<file path="src/hdl/csma_pkg.sv">
`timescale 1ns / 1ps
`default_nettype none

package csma_pkg;

  localparam logic [1:0] REQ_TX   = 2'd0;
  localparam logic [1:0] REQ_TICK = 2'd1;
  localparam logic [1:0] REQ_DONE = 2'd2;

  localparam logic [1:0] KIND_SEND = 2'd0;
  localparam logic [1:0] KIND_BUSY = 2'd1;
  localparam logic [1:0] KIND_DONE = 2'd2;

  localparam logic [1:0] MODE_IDLE = 2'd0;
  localparam logic [1:0] MODE_WAIT = 2'd1;
  localparam logic [1:0] MODE_CONG = 2'd2;

  localparam logic [1:0] CFG_ENABLE   = 2'd0;
  localparam logic [1:0] CFG_MIN      = 2'd1;
  localparam logic [1:0] CFG_INIT_MAX = 2'd2;
  localparam logic [1:0] CFG_CONG_MAX = 2'd3;

  localparam int unsigned CfgIdxWidth  = 2;
  localparam int unsigned CfgDataWidth = 16;

  localparam logic        ResetEnable  = 1'b1;
  localparam logic [15:0] ResetMin     = 16'd320;
  localparam logic [15:0] ResetInitMax = 16'd4960;
  localparam logic [15:0] ResetCongMax = 16'd2240;

  typedef struct packed {
    logic       hold_len;
    logic       start_draw;
    logic       draw_cong;
    logic       draw_commit;
    logic       count_dec;
    logic       count_clr;
    logic       timer_clr;
    logic       mode_we;
    logic [1:0] mode_val;
    logic       res_load;
    logic [1:0] res_kind;
    logic       res_len_in;
    logic       res_len_held;
    logic       res_status;
  } cmd_t;

  typedef struct packed {
    logic       enable;
    logic [1:0] mode;
    logic       timer_running;
    logic       count_gt1;
    logic       div_done;
    logic       res_valid;
  } sts_t;

endpackage

`default_nettype wire

</file>
<file path="src/hdl/csma_if.sv">
`timescale 1ns / 1ps
`default_nettype none

interface csma_req_if;
  logic        valid;
  logic        ready;
  logic [1:0]  req_type;
  logic [6:0]  packet_length;
  logic        channel_clear;
  logic [31:0] random_word;
  logic [7:0]  done_status;

  modport source (
    output valid, req_type, packet_length, channel_clear, random_word, done_status,
    input  ready
  );
  modport sink (
    input  valid, req_type, packet_length, channel_clear, random_word, done_status,
    output ready
  );
endinterface

interface csma_res_if;
  logic       valid;
  logic       ready;
  logic [1:0] result_kind;
  logic [6:0] out_length;
  logic [7:0] out_status;

  modport source (
    output valid, result_kind, out_length, out_status,
    input  ready
  );
  modport sink (
    input  valid, result_kind, out_length, out_status,
    output ready
  );
endinterface

`default_nettype wire

</file>
<file path="src/hdl/csma_dpath.sv">
`timescale 1ns / 1ps
`default_nettype none

module csma_dpath #(
  parameter int unsigned BACKOFF_WIDTH  = 16,
  parameter int unsigned MAX_PACKET_LEN = 127
) (
  input  logic                               clk_i,
  input  logic                               rst_ni,
  input  logic                               cfg_we_i,
  input  logic [csma_pkg::CfgIdxWidth-1:0]   cfg_idx_i,
  input  logic [csma_pkg::CfgDataWidth-1:0]  cfg_data_i,
  input  logic [6:0]                         packet_length_i,
  input  logic [31:0]                        random_word_i,
  input  logic [7:0]                         done_status_i,
  input  logic                               res_ready_i,
  input  csma_pkg::cmd_t                     cmd_i,
  output csma_pkg::sts_t                     sts_o,
  output logic                               res_valid_o,
  output logic [1:0]                         result_kind_o,
  output logic [6:0]                         out_length_o,
  output logic [7:0]                         out_status_o
);
  import csma_pkg::*;

  localparam logic [7:0] MaxLen = 8'(MAX_PACKET_LEN);

  logic                     enable_q;
  logic [15:0]              min_q;
  logic [15:0]              init_max_q;
  logic [15:0]              cong_max_q;

  logic [1:0]               mode_q;
  logic [BACKOFF_WIDTH-1:0] count_q;
  logic [BACKOFF_WIDTH-1:0] count_d;
  logic                     timer_q;
  logic [6:0]               held_len_q;

  logic [31:0]              quo_q;
  logic [15:0]              rem_q;
  logic [15:0]              rem_d;
  logic [15:0]              span_q;
  logic                     empty_q;
  logic [4:0]               bit_cnt_q;
  logic                     div_busy_q;
  logic                     div_done_q;

  logic                     res_valid_q;
  logic [1:0]               res_kind_q;
  logic [6:0]               res_len_q;
  logic [7:0]               res_status_q;

  logic [6:0]               sat_len;
  logic [15:0]              draw_hi;
  logic [16:0]              trial;
  logic [16:0]              drawn_sum;

  assign sat_len = ({1'b0, packet_length_i} > MaxLen) ? MaxLen[6:0] : packet_length_i;
  assign draw_hi = cmd_i.draw_cong ? cong_max_q : init_max_q;

  // One quotient bit per cycle of restoring division; the remainder stays below the span when the span is nonzero.
  assign trial = {rem_q, quo_q[31]};
  assign rem_d = (trial >= {1'b0, span_q}) ? 16'(trial - {1'b0, span_q}) : trial[15:0];

  assign drawn_sum = empty_q ? {1'b0, min_q} : ({1'b0, min_q} + {1'b0, rem_q});

  always_comb begin
    count_d = count_q;
    if (cmd_i.draw_commit) begin
      count_d = BACKOFF_WIDTH'(drawn_sum);
    end else if (cmd_i.count_clr) begin
      count_d = '0;
    end else if (cmd_i.count_dec) begin
      count_d = count_q - BACKOFF_WIDTH'(1);
    end
  end

  always_ff @(posedge clk_i or negedge rst_ni) begin
    if (!rst_ni) begin
      enable_q   <= ResetEnable;
      min_q      <= ResetMin;
      init_max_q <= ResetInitMax;
      cong_max_q <= ResetCongMax;
    end else if (cfg_we_i) begin
      case (cfg_idx_i)
        CFG_ENABLE:   enable_q   <= cfg_data_i[0];
        CFG_MIN:      min_q      <= cfg_data_i;
        CFG_INIT_MAX: init_max_q <= cfg_data_i;
        CFG_CONG_MAX: cong_max_q <= cfg_data_i;
        default:      ;
      endcase
    end
  end

  always_ff @(posedge clk_i or negedge rst_ni) begin
    if (!rst_ni) begin
      mode_q  <= MODE_IDLE;
      count_q <= '0;
      timer_q <= 1'b0;
    end else begin
      count_q <= count_d;
      if (cmd_i.mode_we) begin
        mode_q <= cmd_i.mode_val;
      end
      if (cmd_i.draw_commit) begin
        timer_q <= 1'b1;
      end else if (cmd_i.timer_clr) begin
        timer_q <= 1'b0;
      end
    end
  end

  always_ff @(posedge clk_i) begin
    if (cmd_i.hold_len) begin
      held_len_q <= sat_len;
    end
  end

  always_ff @(posedge clk_i or negedge rst_ni) begin
    if (!rst_ni) begin
      div_busy_q <= 1'b0;
      div_done_q <= 1'b0;
      bit_cnt_q  <= '0;
    end else begin
      div_done_q <= 1'b0;
      if (cmd_i.start_draw) begin
        div_busy_q <= 1'b1;
        bit_cnt_q  <= '0;
      end else if (div_busy_q) begin
        bit_cnt_q <= bit_cnt_q + 5'd1;
        if (bit_cnt_q == 5'd31) begin
          div_busy_q <= 1'b0;
          div_done_q <= 1'b1;
        end
      end
    end
  end

  always_ff @(posedge clk_i) begin
    if (cmd_i.start_draw) begin
      quo_q   <= random_word_i;
      rem_q   <= '0;
      span_q  <= draw_hi - min_q;
      empty_q <= (draw_hi <= min_q);
    end else if (div_busy_q) begin
      quo_q <= {quo_q[30:0], 1'b0};
      rem_q <= rem_d;
    end
  end

  always_ff @(posedge clk_i or negedge rst_ni) begin
    if (!rst_ni) begin
      res_valid_q <= 1'b0;
    end else if (cmd_i.res_load) begin
      res_valid_q <= 1'b1;
    end else if (res_ready_i) begin
      res_valid_q <= 1'b0;
    end
  end

  always_ff @(posedge clk_i) begin
    if (cmd_i.res_load) begin
      res_kind_q   <= cmd_i.res_kind;
      res_len_q    <= cmd_i.res_len_in ? sat_len :
                      (cmd_i.res_len_held ? held_len_q : 7'd0);
      res_status_q <= cmd_i.res_status ? done_status_i : 8'd0;
    end
  end

  assign sts_o.enable        = enable_q;
  assign sts_o.mode          = mode_q;
  assign sts_o.timer_running = timer_q;
  assign sts_o.count_gt1     = (count_q > BACKOFF_WIDTH'(1));
  assign sts_o.div_done      = div_done_q;
  assign sts_o.res_valid     = res_valid_q;

  assign res_valid_o   = res_valid_q;
  assign result_kind_o = res_kind_q;
  assign out_length_o  = res_len_q;
  assign out_status_o  = res_status_q;

endmodule

`default_nettype wire

</file>
<file path="src/hdl/csma_ctrl.sv">
`timescale 1ns / 1ps
`default_nettype none

module csma_ctrl (
  input  logic           clk_i,
  input  logic           rst_ni,
  input  logic           in_valid_i,
  output logic           in_ready_o,
  input  logic [1:0]     req_type_i,
  input  logic           channel_clear_i,
  input  logic           res_ready_i,
  input  csma_pkg::sts_t sts_i,
  output csma_pkg::cmd_t cmd_o
);
  import csma_pkg::*;

  localparam logic S_IDLE = 1'b0;
  localparam logic S_DRAW = 1'b1;

  logic state_q;
  logic state_d;
  logic in_fire;

  assign in_ready_o = (state_q == S_IDLE) && (!sts_i.res_valid || res_ready_i);
  assign in_fire    = in_valid_i && in_ready_o;

  always_comb begin
    cmd_o   = '0;
    state_d = state_q;
    if (state_q == S_DRAW) begin
      if (sts_i.div_done) begin
        cmd_o.draw_commit = 1'b1;
        state_d           = S_IDLE;
      end
    end else if (in_fire) begin
      case (req_type_i)
        REQ_TX: begin
          if (!sts_i.enable) begin
            cmd_o.res_load   = 1'b1;
            cmd_o.res_kind   = KIND_SEND;
            cmd_o.res_len_in = 1'b1;
          end else if (sts_i.mode != MODE_IDLE) begin
            cmd_o.res_load = 1'b1;
            cmd_o.res_kind = KIND_BUSY;
          end else begin
            cmd_o.mode_we    = 1'b1;
            cmd_o.mode_val   = MODE_WAIT;
            cmd_o.hold_len   = 1'b1;
            cmd_o.start_draw = 1'b1;
            state_d          = S_DRAW;
          end
        end
        REQ_TICK: begin
          if (sts_i.timer_running) begin
            if (sts_i.count_gt1) begin
              cmd_o.count_dec = 1'b1;
            end else begin
              cmd_o.count_clr = 1'b1;
              if (channel_clear_i) begin
                cmd_o.timer_clr    = 1'b1;
                cmd_o.res_load     = 1'b1;
                cmd_o.res_kind     = KIND_SEND;
                cmd_o.res_len_held = 1'b1;
              end else if (sts_i.mode == MODE_WAIT) begin
                cmd_o.mode_we    = 1'b1;
                cmd_o.mode_val   = MODE_CONG;
                cmd_o.start_draw = 1'b1;
                cmd_o.draw_cong  = 1'b1;
                state_d          = S_DRAW;
              end else begin
                cmd_o.mode_we   = 1'b1;
                cmd_o.mode_val  = MODE_IDLE;
                cmd_o.timer_clr = 1'b1;
                cmd_o.res_load  = 1'b1;
                cmd_o.res_kind  = KIND_BUSY;
              end
            end
          end
        end
        REQ_DONE: begin
          cmd_o.mode_we    = sts_i.enable;
          cmd_o.mode_val   = MODE_IDLE;
          cmd_o.res_load   = 1'b1;
          cmd_o.res_kind   = KIND_DONE;
          cmd_o.res_status = 1'b1;
        end
        default: ;
      endcase
    end
  end

  always_ff @(posedge clk_i or negedge rst_ni) begin
    if (!rst_ni) begin
      state_q <= S_IDLE;
    end else begin
      state_q <= state_d;
    end
  end

  a_draw_enters_wait: assert property (@(posedge clk_i) disable iff (!rst_ni)
    cmd_o.start_draw |=> (state_q == S_DRAW))
    else $error("backoff draw did not occupy the controller");

  a_done_only_in_draw: assert property (@(posedge clk_i) disable iff (!rst_ni)
    sts_i.div_done |-> (state_q == S_DRAW))
    else $error("divider finished outside of a draw");

  a_result_on_accept: assert property (@(posedge clk_i) disable iff (!rst_ni)
    cmd_o.res_load |-> (in_valid_i && in_ready_o))
    else $error("result produced without an accepted item");

  a_commit_after_done: assert property (@(posedge clk_i) disable iff (!rst_ni)
    cmd_o.draw_commit |-> (sts_i.div_done && !cmd_o.res_load))
    else $error("backoff committed before the divider finished");

endmodule

`default_nettype wire

</file>
<file path="src/hdl/csma_backoff_controller.sv">
// Carrier-sense random backoff controller placed between an upper layer and a radio.
// Items arrive on the req channel: a transmit request, a microsecond tick carrying the
// channel assessment, or a transmit-done report from the radio. Each item yields zero
// or one result item on the res channel: send to radio, report busy, or report done.
// Configuration registers are written through cfg_we_i, cfg_idx_i and cfg_data_i;
// index 0 enables backoff, 1 to 3 set the minimum and both exclusive backoff bounds.
// The user must write them only while idle; the block does not enforce this.
// An item that needs no new backoff leaves the controller idle, and its result is
// valid in the cycle after it is accepted. An item that draws a backoff (a request
// that starts waiting, or a busy first expiry) reduces the random word modulo the
// span by a one-bit-per-cycle restoring divider of 32 steps, and req stays not ready
// until the new count is loaded.
// Reset clears the mode to idle, stops the timer, zeroes the count and restores the
// register defaults (enabled, 320, 4960, 2240).
// Results sit in an output register; while the receiver stalls, req is ready only if
// the waiting result is being taken in the same cycle.
`timescale 1ns / 1ps
`default_nettype none

module csma_backoff_controller #(
  parameter int unsigned BACKOFF_WIDTH  = 16,
  parameter int unsigned MAX_PACKET_LEN = 127
) (
  input  logic                              clk_i,
  input  logic                              rst_ni,
  input  logic                              cfg_we_i,
  input  logic [csma_pkg::CfgIdxWidth-1:0]  cfg_idx_i,
  input  logic [csma_pkg::CfgDataWidth-1:0] cfg_data_i,
  csma_req_if.sink                          req,
  csma_res_if.source                        res
);
  import csma_pkg::*;

  cmd_t cmd;
  sts_t sts;
  logic in_ready;
  logic res_valid;
  logic [1:0] result_kind;
  logic [6:0] out_length;
  logic [7:0] out_status;

  csma_ctrl u_ctrl (
    .clk_i           (clk_i),
    .rst_ni          (rst_ni),
    .in_valid_i      (req.valid),
    .in_ready_o      (in_ready),
    .req_type_i      (req.req_type),
    .channel_clear_i (req.channel_clear),
    .res_ready_i     (res.ready),
    .sts_i           (sts),
    .cmd_o           (cmd)
  );

  csma_dpath #(
    .BACKOFF_WIDTH  (BACKOFF_WIDTH),
    .MAX_PACKET_LEN (MAX_PACKET_LEN)
  ) u_dpath (
    .clk_i           (clk_i),
    .rst_ni          (rst_ni),
    .cfg_we_i        (cfg_we_i),
    .cfg_idx_i       (cfg_idx_i),
    .cfg_data_i      (cfg_data_i),
    .packet_length_i (req.packet_length),
    .random_word_i   (req.random_word),
    .done_status_i   (req.done_status),
    .res_ready_i     (res.ready),
    .cmd_i           (cmd),
    .sts_o           (sts),
    .res_valid_o     (res_valid),
    .result_kind_o   (result_kind),
    .out_length_o    (out_length),
    .out_status_o    (out_status)
  );

  assign req.ready       = in_ready;
  assign res.valid       = res_valid;
  assign res.result_kind = result_kind;
  assign res.out_length  = out_length;
  assign res.out_status  = out_status;

endmodule

`default_nettype wire

</file>
<file path="src/flat_wrapper.sv">
// flat-port wrapper written by rule: the top's interface ports become plain ports
module csma_backoff_controller_flat import csma_pkg::*;
#(
  parameter int unsigned BACKOFF_WIDTH  = 16,
  parameter int unsigned MAX_PACKET_LEN = 127
)
  (clk_i, rst_ni, cfg_we_i, cfg_idx_i, cfg_data_i, req_valid, req_req_type, req_packet_length, req_channel_clear, req_random_word, req_done_status, req_ready, res_valid, res_result_kind, res_out_length, res_out_status, res_ready);
  csma_req_if req_i ();
  csma_res_if res_i ();
  input  logic clk_i;
  input  logic rst_ni;
  input  logic cfg_we_i;
  input  logic [csma_pkg::CfgIdxWidth-1:0] cfg_idx_i;
  input  logic [csma_pkg::CfgDataWidth-1:0] cfg_data_i;
  input wire logic [$bits(req_i.valid)-1:0] req_valid;
  input wire logic [$bits(req_i.req_type)-1:0] req_req_type;
  input wire logic [$bits(req_i.packet_length)-1:0] req_packet_length;
  input wire logic [$bits(req_i.channel_clear)-1:0] req_channel_clear;
  input wire logic [$bits(req_i.random_word)-1:0] req_random_word;
  input wire logic [$bits(req_i.done_status)-1:0] req_done_status;
  output wire logic [$bits(req_i.ready)-1:0] req_ready;
  output wire logic [$bits(res_i.valid)-1:0] res_valid;
  output wire logic [$bits(res_i.result_kind)-1:0] res_result_kind;
  output wire logic [$bits(res_i.out_length)-1:0] res_out_length;
  output wire logic [$bits(res_i.out_status)-1:0] res_out_status;
  input wire logic [$bits(res_i.ready)-1:0] res_ready;
  assign req_i.valid = req_valid;
  assign req_i.req_type = req_req_type;
  assign req_i.packet_length = req_packet_length;
  assign req_i.channel_clear = req_channel_clear;
  assign req_i.random_word = req_random_word;
  assign req_i.done_status = req_done_status;
  assign req_ready = req_i.ready;
  assign res_valid = res_i.valid;
  assign res_result_kind = res_i.result_kind;
  assign res_out_length = res_i.out_length;
  assign res_out_status = res_i.out_status;
  assign res_i.ready = res_ready;
  csma_backoff_controller #(.BACKOFF_WIDTH(BACKOFF_WIDTH), .MAX_PACKET_LEN(MAX_PACKET_LEN)) u_core (.clk_i(clk_i), .rst_ni(rst_ni), .cfg_we_i(cfg_we_i), .cfg_idx_i(cfg_idx_i), .cfg_data_i(cfg_data_i), .req(req_i), .res(res_i));
endmodule
</file>
<file path="config.mk">
export PLATFORM = sky130hd
export DESIGN_NAME = csma_backoff_controller_flat
export DESIGN_NICKNAME = d
export VERILOG_FILES = /design/src/hdl/csma_pkg.sv /design/src/hdl/csma_if.sv /design/src/hdl/csma_dpath.sv /design/src/hdl/csma_ctrl.sv /design/src/hdl/csma_backoff_controller.sv /design/src/flat_wrapper.sv
export SDC_FILE = /design/constraint.sdc
export NUM_CORES = 1
export LEC_CHECK = 0
export CORE_ASPECT_RATIO = 1.1
export CORE_MARGIN = 2
export CORE_UTILIZATION = 50
export CTS_CLUSTER_SIZE = 20
export DETAILED_ROUTE_END_ITERATION = 12
export DONT_BUFFER_PORTS = 1
export GPL_TIMING_DRIVEN = 0
export PLACE_DENSITY = 0.77
export SYNTH_ARGS = -nofsm -noshare
export SYNTH_HDL_FRONTEND = slang
export SYNTH_SLANG_ARGS = --single-unit
</file>
<file path="constraint.sdc">
create_clock -name clk_i -period 4 [get_ports clk_i]
set_clock_uncertainty 0.15 [all_clocks]
set_input_delay 0.2 -clock clk_i [delete_from_list [all_inputs] [get_ports clk_i]]
set_output_delay 0.2 -clock clk_i [all_outputs]
set_load 0.05 [all_outputs]
</file>
==> flow_summary.html <==
<table>
<tr><th>Metric</th><th>Value</th></tr>
<tr><th colspan="2">Final layout</th></tr>
<tr><td>Layout net count</td><td>1154</td></tr>
<tr><td>Filler Cell Count</td><td>1521</td></tr>
<tr><td>Post-route cell area</td><td>11500 µm²</td></tr>
<tr><td>Area grow syn2layout</td><td>19.5%</td></tr>
<tr><td>Commonest cells after routing, fill and taps aside</td><td>116 x nand2_1, 73 x edfxtp_1, 70 x dlygate4sd3_1</td></tr>
<tr><td>Most frequent standard cell in the layout excluding fill and tap cells</td><td>nand2_1</td></tr>
<tr><td>Share of final-layout standard cells stronger than drive strength 1</td><td>18.5%</td></tr>
<tr><td>Number of diodes</td><td>0</td></tr>
<tr><th colspan="2">Placement</th></tr>
<tr><td>Final HPWL DP</td><td>15900 µm</td></tr>
<tr><td>Final weighted congestion in routability-driven placement</td><td>0.876</td></tr>
<tr><td>Number of buffer cells added on primary ports</td><td>0</td></tr>
<tr><td>Worst setup timing slack at the placement stage</td><td>-0.720 ns</td></tr>
<tr><td>Placed inst area</td><td>9930 µm²</td></tr>
<tr><th colspan="2">Yosys</th></tr>
<tr><td>Cell types with the largest area share after synthesis</td><td>edfxtp_1 23%, dfrtp_1 17%, mux2_2 7.7%</td></tr>
<tr><td>Count of synthesis-stage warnings from yosys</td><td>0</td></tr>
<tr><td>Proportion of synthesized chip area in sequential cells</td><td>46.3%</td></tr>
<tr><td>Synthesized netlist cell count</td><td>923</td></tr>
<tr><td>Average instance area after synthesis</td><td>10.4 µm²</td></tr>
<tr><td>Post-synthesis register bit count</td><td>166</td></tr>
<tr><td>Post-synth cell types</td><td>77</td></tr>
<tr><td>Area share of the largest cell type after synthesis</td><td>22.8%</td></tr>
<tr><td>Leading area contributor after synthesis</td><td>edfxtp_1</td></tr>
<tr><td>Commonest register cell after synthesis</td><td>edfxtp_1</td></tr>
<tr><td>Post-Syn Area</td><td>9620 µm²</td></tr>
<tr><td>Fraction of synthesis flops using an asynchronous set or reset pin</td><td>46.4%</td></tr>
<tr><td>Count of flip-flops with a built-in enable after synthesis</td><td>73</td></tr>
<tr><td>Net Count, Synth</td><td>1050</td></tr>
<tr><th colspan="2">Worst setup path</th></tr>
<tr><td>Logic depth of the worst path, buffers included</td><td>15</td></tr>
<tr><td>FF-to-FF Start</td><td>u_core.u_dpath.count_q[13]$_DFFE_PN0P_</td></tr>
<tr><td>Crit Path Class</td><td>reg2reg</td></tr>
<tr><td>Number of cells on the worst reg-to-reg path</td><td>15</td></tr>
<tr><td>Cells along the critical path</td><td>nor4_4, nand2_2, nor3_2, and3_1, buf_6, mux2_2, ha_1, nor2b_1, o21a_1, nor2_1, o21ai_1, a21oi_2, or2_2, a2111o_1, o211ai_1</td></tr>
<tr><td>Setup crit end</td><td>u_core.u_dpath.span_q[15]$_DFFE_PP_</td></tr>
<tr><td>CP bufs+invs</td><td>1</td></tr>
<tr><td>Delay of the slowest cell on the worst path</td><td>0.42 ns</td></tr>
<tr><td>Worst setup slack for register-to-register paths</td><td>0.09 ns</td></tr>
<tr><td>Slowest cell on the critical path</td><td>dfrtp_1</td></tr>
<tr><td>Arrival time reported for the critical path endpoint</td><td>4.02 ns</td></tr>
<tr><td>Worst setup startpoint</td><td>u_core.u_dpath.count_q[13]$_DFFE_PN0P_</td></tr>
<tr><td>Critical-path maximum fanout</td><td>5</td></tr>
<tr><td>Critical path required time</td><td>4.11 ns</td></tr>
<tr><td>Endpoint of the worst-slack reg-to-reg timing path</td><td>u_core.u_dpath.span_q[15]$_DFFE_PP_</td></tr>
<tr><td>Crit end category</td><td>flop</td></tr>
<tr><td>Startpoint type of the worst setup path</td><td>flop</td></tr>
<tr><td>Kind of cell adding the most delay to the critical path</td><td>simple AND/OR/NAND/NOR gates</td></tr>
<tr><th colspan="2">Floorplanning</th></tr>
<tr><td>Die Height</td><td>149 µm</td></tr>
<tr><td>I/O pin total</td><td>92</td></tr>
<tr><td>Count of standard-cell rows</td><td>53</td></tr>
<tr><td>Effective utilization at floorplan</td><td>50.7%</td></tr>
<tr><td>Die Width</td><td>136 µm</td></tr>
<tr><td>Die Area</td><td>20400 µm²</td></tr>
<tr><td>Placeable core region</td><td>19000 µm²</td></tr>
<tr><th colspan="2">Power and ir drop</th></tr>
<tr><td>Design internal power</td><td>4.90 mW</td></tr>
<tr><td>Clock share of power</td><td>19.7%</td></tr>
<tr><td>Sum of internal, switching and leakage power</td><td>8.02 mW</td></tr>
<tr><td>Switching power share of the total</td><td>39.0%</td></tr>
<tr><td>Leakage power summed over all cells</td><td>4.83 nW</td></tr>
<tr><td>Power density cells</td><td>698 nW/µm²</td></tr>
<tr><td>Combinational Power Share</td><td>44.4%</td></tr>
<tr><td>Net Switching</td><td>3.13 mW</td></tr>
<tr><td>Share of total power in sequential cells</td><td>36.0%</td></tr>
<tr><td>Peak supply drop</td><td>409 µV</td></tr>
<tr><th colspan="2">Drt</th></tr>
<tr><td>DR WL/cell</td><td>17.7 µm</td></tr>
<tr><td>Routed Wire Length</td><td>22800 µm</td></tr>
<tr><td>Drc violations</td><td>0</td></tr>
<tr><td>Number of violations reported at the end of detailed-routing iteration 0</td><td>432</td></tr>
<tr><td>Length of the first detailed-routing pass in iterations</td><td>5</td></tr>
<tr><td>Via count</td><td>7413</td></tr>
<tr><td>Routed Antenna Nets</td><td>0</td></tr>
<tr><td>Via/cell ratio</td><td>5.76</td></tr>
<tr><th colspan="2">Global route</th></tr>
<tr><td>Initial antenna violation count</td><td>0</td></tr>
<tr><td>Wire length of the first global-routing pass</td><td>36600 µm</td></tr>
<tr><td>Total global routing overflow</td><td>0</td></tr>
<tr><td>Global-route total usage across every layer</td><td>23.0%</td></tr>
<tr><td>Via count of the first global-routing pass</td><td>7518</td></tr>
<tr><td>Largest net degree at the start of global routing</td><td>78</td></tr>
<tr><th colspan="2">Clock network</th></tr>
<tr><td>Number of buffers added by the clock tree synthesis step</td><td>17</td></tr>
<tr><td>CTS Sinks</td><td>166</td></tr>
<tr><td>CTS tree</td><td>done</td></tr>
<tr><td>Later-pin clock latency in the skew report</td><td>0.43 ns</td></tr>
<tr><td>Register clock-pin slew on the reported worst setup and hold paths</td><td>0.07 ns</td></tr>
<tr><td>Clock Root Buffer</td><td>clkbuf_16</td></tr>
<tr><td>CTS Buffer Depth</td><td>2</td></tr>
<tr><td>Maximum level of the CTS H-tree</td><td>4</td></tr>
<tr><th colspan="2">Timing</th></tr>
<tr><td>Accumulated negative setup slack</td><td>0 ns</td></tr>
<tr><td>Final worst-path setup slack</td><td>0.0886 ns</td></tr>
<tr><td>Measured slew at the worst slew-check pin</td><td>1.10 ns</td></tr>
<tr><td>Period utilisation layout</td><td>97.8%</td></tr>
<tr><td>Shortest clock period the worst path allows after layout</td><td>3.91 ns</td></tr>
<tr><td>Worst hold-check slack</td><td>0.00448 ns</td></tr>
<tr><td>Final Hold Fails</td><td>0</td></tr>
<tr><td>Setup-failing EPs final</td><td>0</td></tr>
<tr><td>Number of slew-limit violations in the final report</td><td>0</td></tr>
<tr><td>Worst slew margin relative to its limit</td><td>26.3%</td></tr>
<tr><td>Highest achievable clock rate</td><td>0.256 GHz</td></tr>
<tr><th colspan="2">Min path</th></tr>
<tr><td>Hold crit path type</td><td>in2reg</td></tr>
<tr><th colspan="2">Status</th></tr>
<tr><td>Outcome</td><td>finished clean</td></tr>
<tr><th colspan="2">Run</th></tr>
<tr><td>Max capacitance violation total</td><td>0</td></tr>
</table>
[worst register-to-register path, cell delays in order, from the launching register on]
cell	delay, ns
dfrtp_1	0.42
nor4_4	0.35
nand2_2	0.13
nor3_2	0.14
and3_1	0.19
buf_6	0.15
mux2_2	0.36
ha_1	0.34
nor2b_1	0.15
o21a_1	0.15
nor2_1	0.08
o21ai_1	0.20
a21oi_2	0.11
or2_2	0.32
a2111o_1	0.39
o211ai_1	0.10
[routing by layer]
metal	wire [µm]	vias up	track usage, %
li1	-	3563	-
met1	9820	3602	28.2
met2	11600	215	40.6
met3	992	33	3.79
met4	404	0	8.28
met5	0	-	0
[through the flow]
stage | instances | utilization [%]
finish | 1287 | 60.6
global route | 1287 | 60.6
CTS | 1279 | 59.7
detailed placement | 1170 | 52.3
global placement | 1170 | 52.3
floorplan | 923 | -
[kinds of logic (layout without fill, tap and decap cells)]
kind of cell / count (synthesis) / in the layout / synth area share, %
AND/OR/NAND/NOR: 279 / 279 / 14.4
AO/OA/AOI/OAI: 218 / 218 / 14.9
flip-flops: 166 / 166 / 46.3
multiplexers: 87 / 87 / 9.94
buffers and inverters: 82 / 199 / 3.83
adder cells (fa/ha/maj): 54 / 54 / 7.26
XOR/XNOR: 37 / 37 / 3.37
[registers in the layout, indices dropped and copies added, names as in the netlist, 2 cells and up]
register	flops
u_core.u_dpath.out_status_o	8
u_core.u_dpath.result_kind_o	2
u_core.u_dpath.init_max_q	16
u_core.u_dpath.count_q	16
u_core.u_dpath.min_q	16
u_core.u_dpath.rem_q	16
u_core.u_dpath.cong_max_q	16
u_core.u_dpath.mode_q	2
u_core.u_dpath.held_len_q	7
u_core.u_dpath.bit_cnt_q	5
u_core.u_dpath.out_length_o	7
u_core.u_dpath.span_q	16
u_core.u_dpath.quo_q	32
[layout make-up]
cell class / count / area [µm²] / share of cell area, %
inverters: 48 / 180 / 1.57
repair buffers: 85 / 851 / 7.40
clock inverters: 13 / 109 / 0.947
well taps: 247 / 309 / 2.69
flip-flops and latches: 166 / 4460 / 38.8
clock buffers: 19 / 455 / 3.96
plain buffers: 34 / 200 / 1.74
multi-input cells: 675 / 4930 / 42.9
[Yosys cell counts, types with 7 or more instances]
library cell,count
nand2_1,117
edfxtp_1,73
dfrtp_1,66
mux2_2,66
a21oi_1,65
nor2_1,52
ha_1,51
o21ai_0,48
inv_1,47
a21o_1,22
xnor2_1,20
mux2i_1,19
clkbuf_1,18
xor2_1,17
dfxtp_1,16
nor2b_1,13
and2_1,12
dfstp_2,11
nor3_1,11
nand3_1,10
nor4_1,10
o21a_1,10
nand2b_1,9
a22o_1,8
nand4_1,8
a211oi_1,7
[worst min-delay path by stage]
stage                          startpoint                                             to  slack [ns]  cells past startpoint
final                     req_req_type[1]  u_core.u_dpath.result_kind_o[1]$_SDFFCE_PP0P_       0.004                      1
after global routing      req_req_type[1]  u_core.u_dpath.result_kind_o[1]$_SDFFCE_PP0P_        0.02                      1
after CTS                 req_req_type[1]  u_core.u_dpath.result_kind_o[1]$_SDFFCE_PP0P_       0.009                      1
after detailed placement           rst_ni           u_core.u_dpath.min_q[13]$_DFFE_PN0P_       -0.24                      0
after global placement             rst_ni      u_core.u_dpath.cong_max_q[13]$_DFFE_PN0P_       -0.24                      0
after floorplan                    rst_ni                u_core.u_ctrl.state_q$_DFF_PN0_       -0.25                      0
[repair_timing]
action,CTS,global route
hold buffers,71,0
cloned,0,1
endpoints found under the setup margin,9,12
pin swaps,4,11
hold endpoints to repair,185,0
gates resized for setup,12,23
buffers inserted,6,7
[power groups by stage]
stage	clock [mW]	sequential, mW	combinational (mW)
6_report	1.58	2.89	3.56
5_1_grt	1.68	2.94	3.97
4_1_cts	1.60	2.87	3.44
3_5_place_dp	0	2.90	3.28
3_3_place_gp	0	2.87	3.19
2_1_floorplan	0	2.75	2.70
Note: power is estimated with default switching activity, not from simulation.
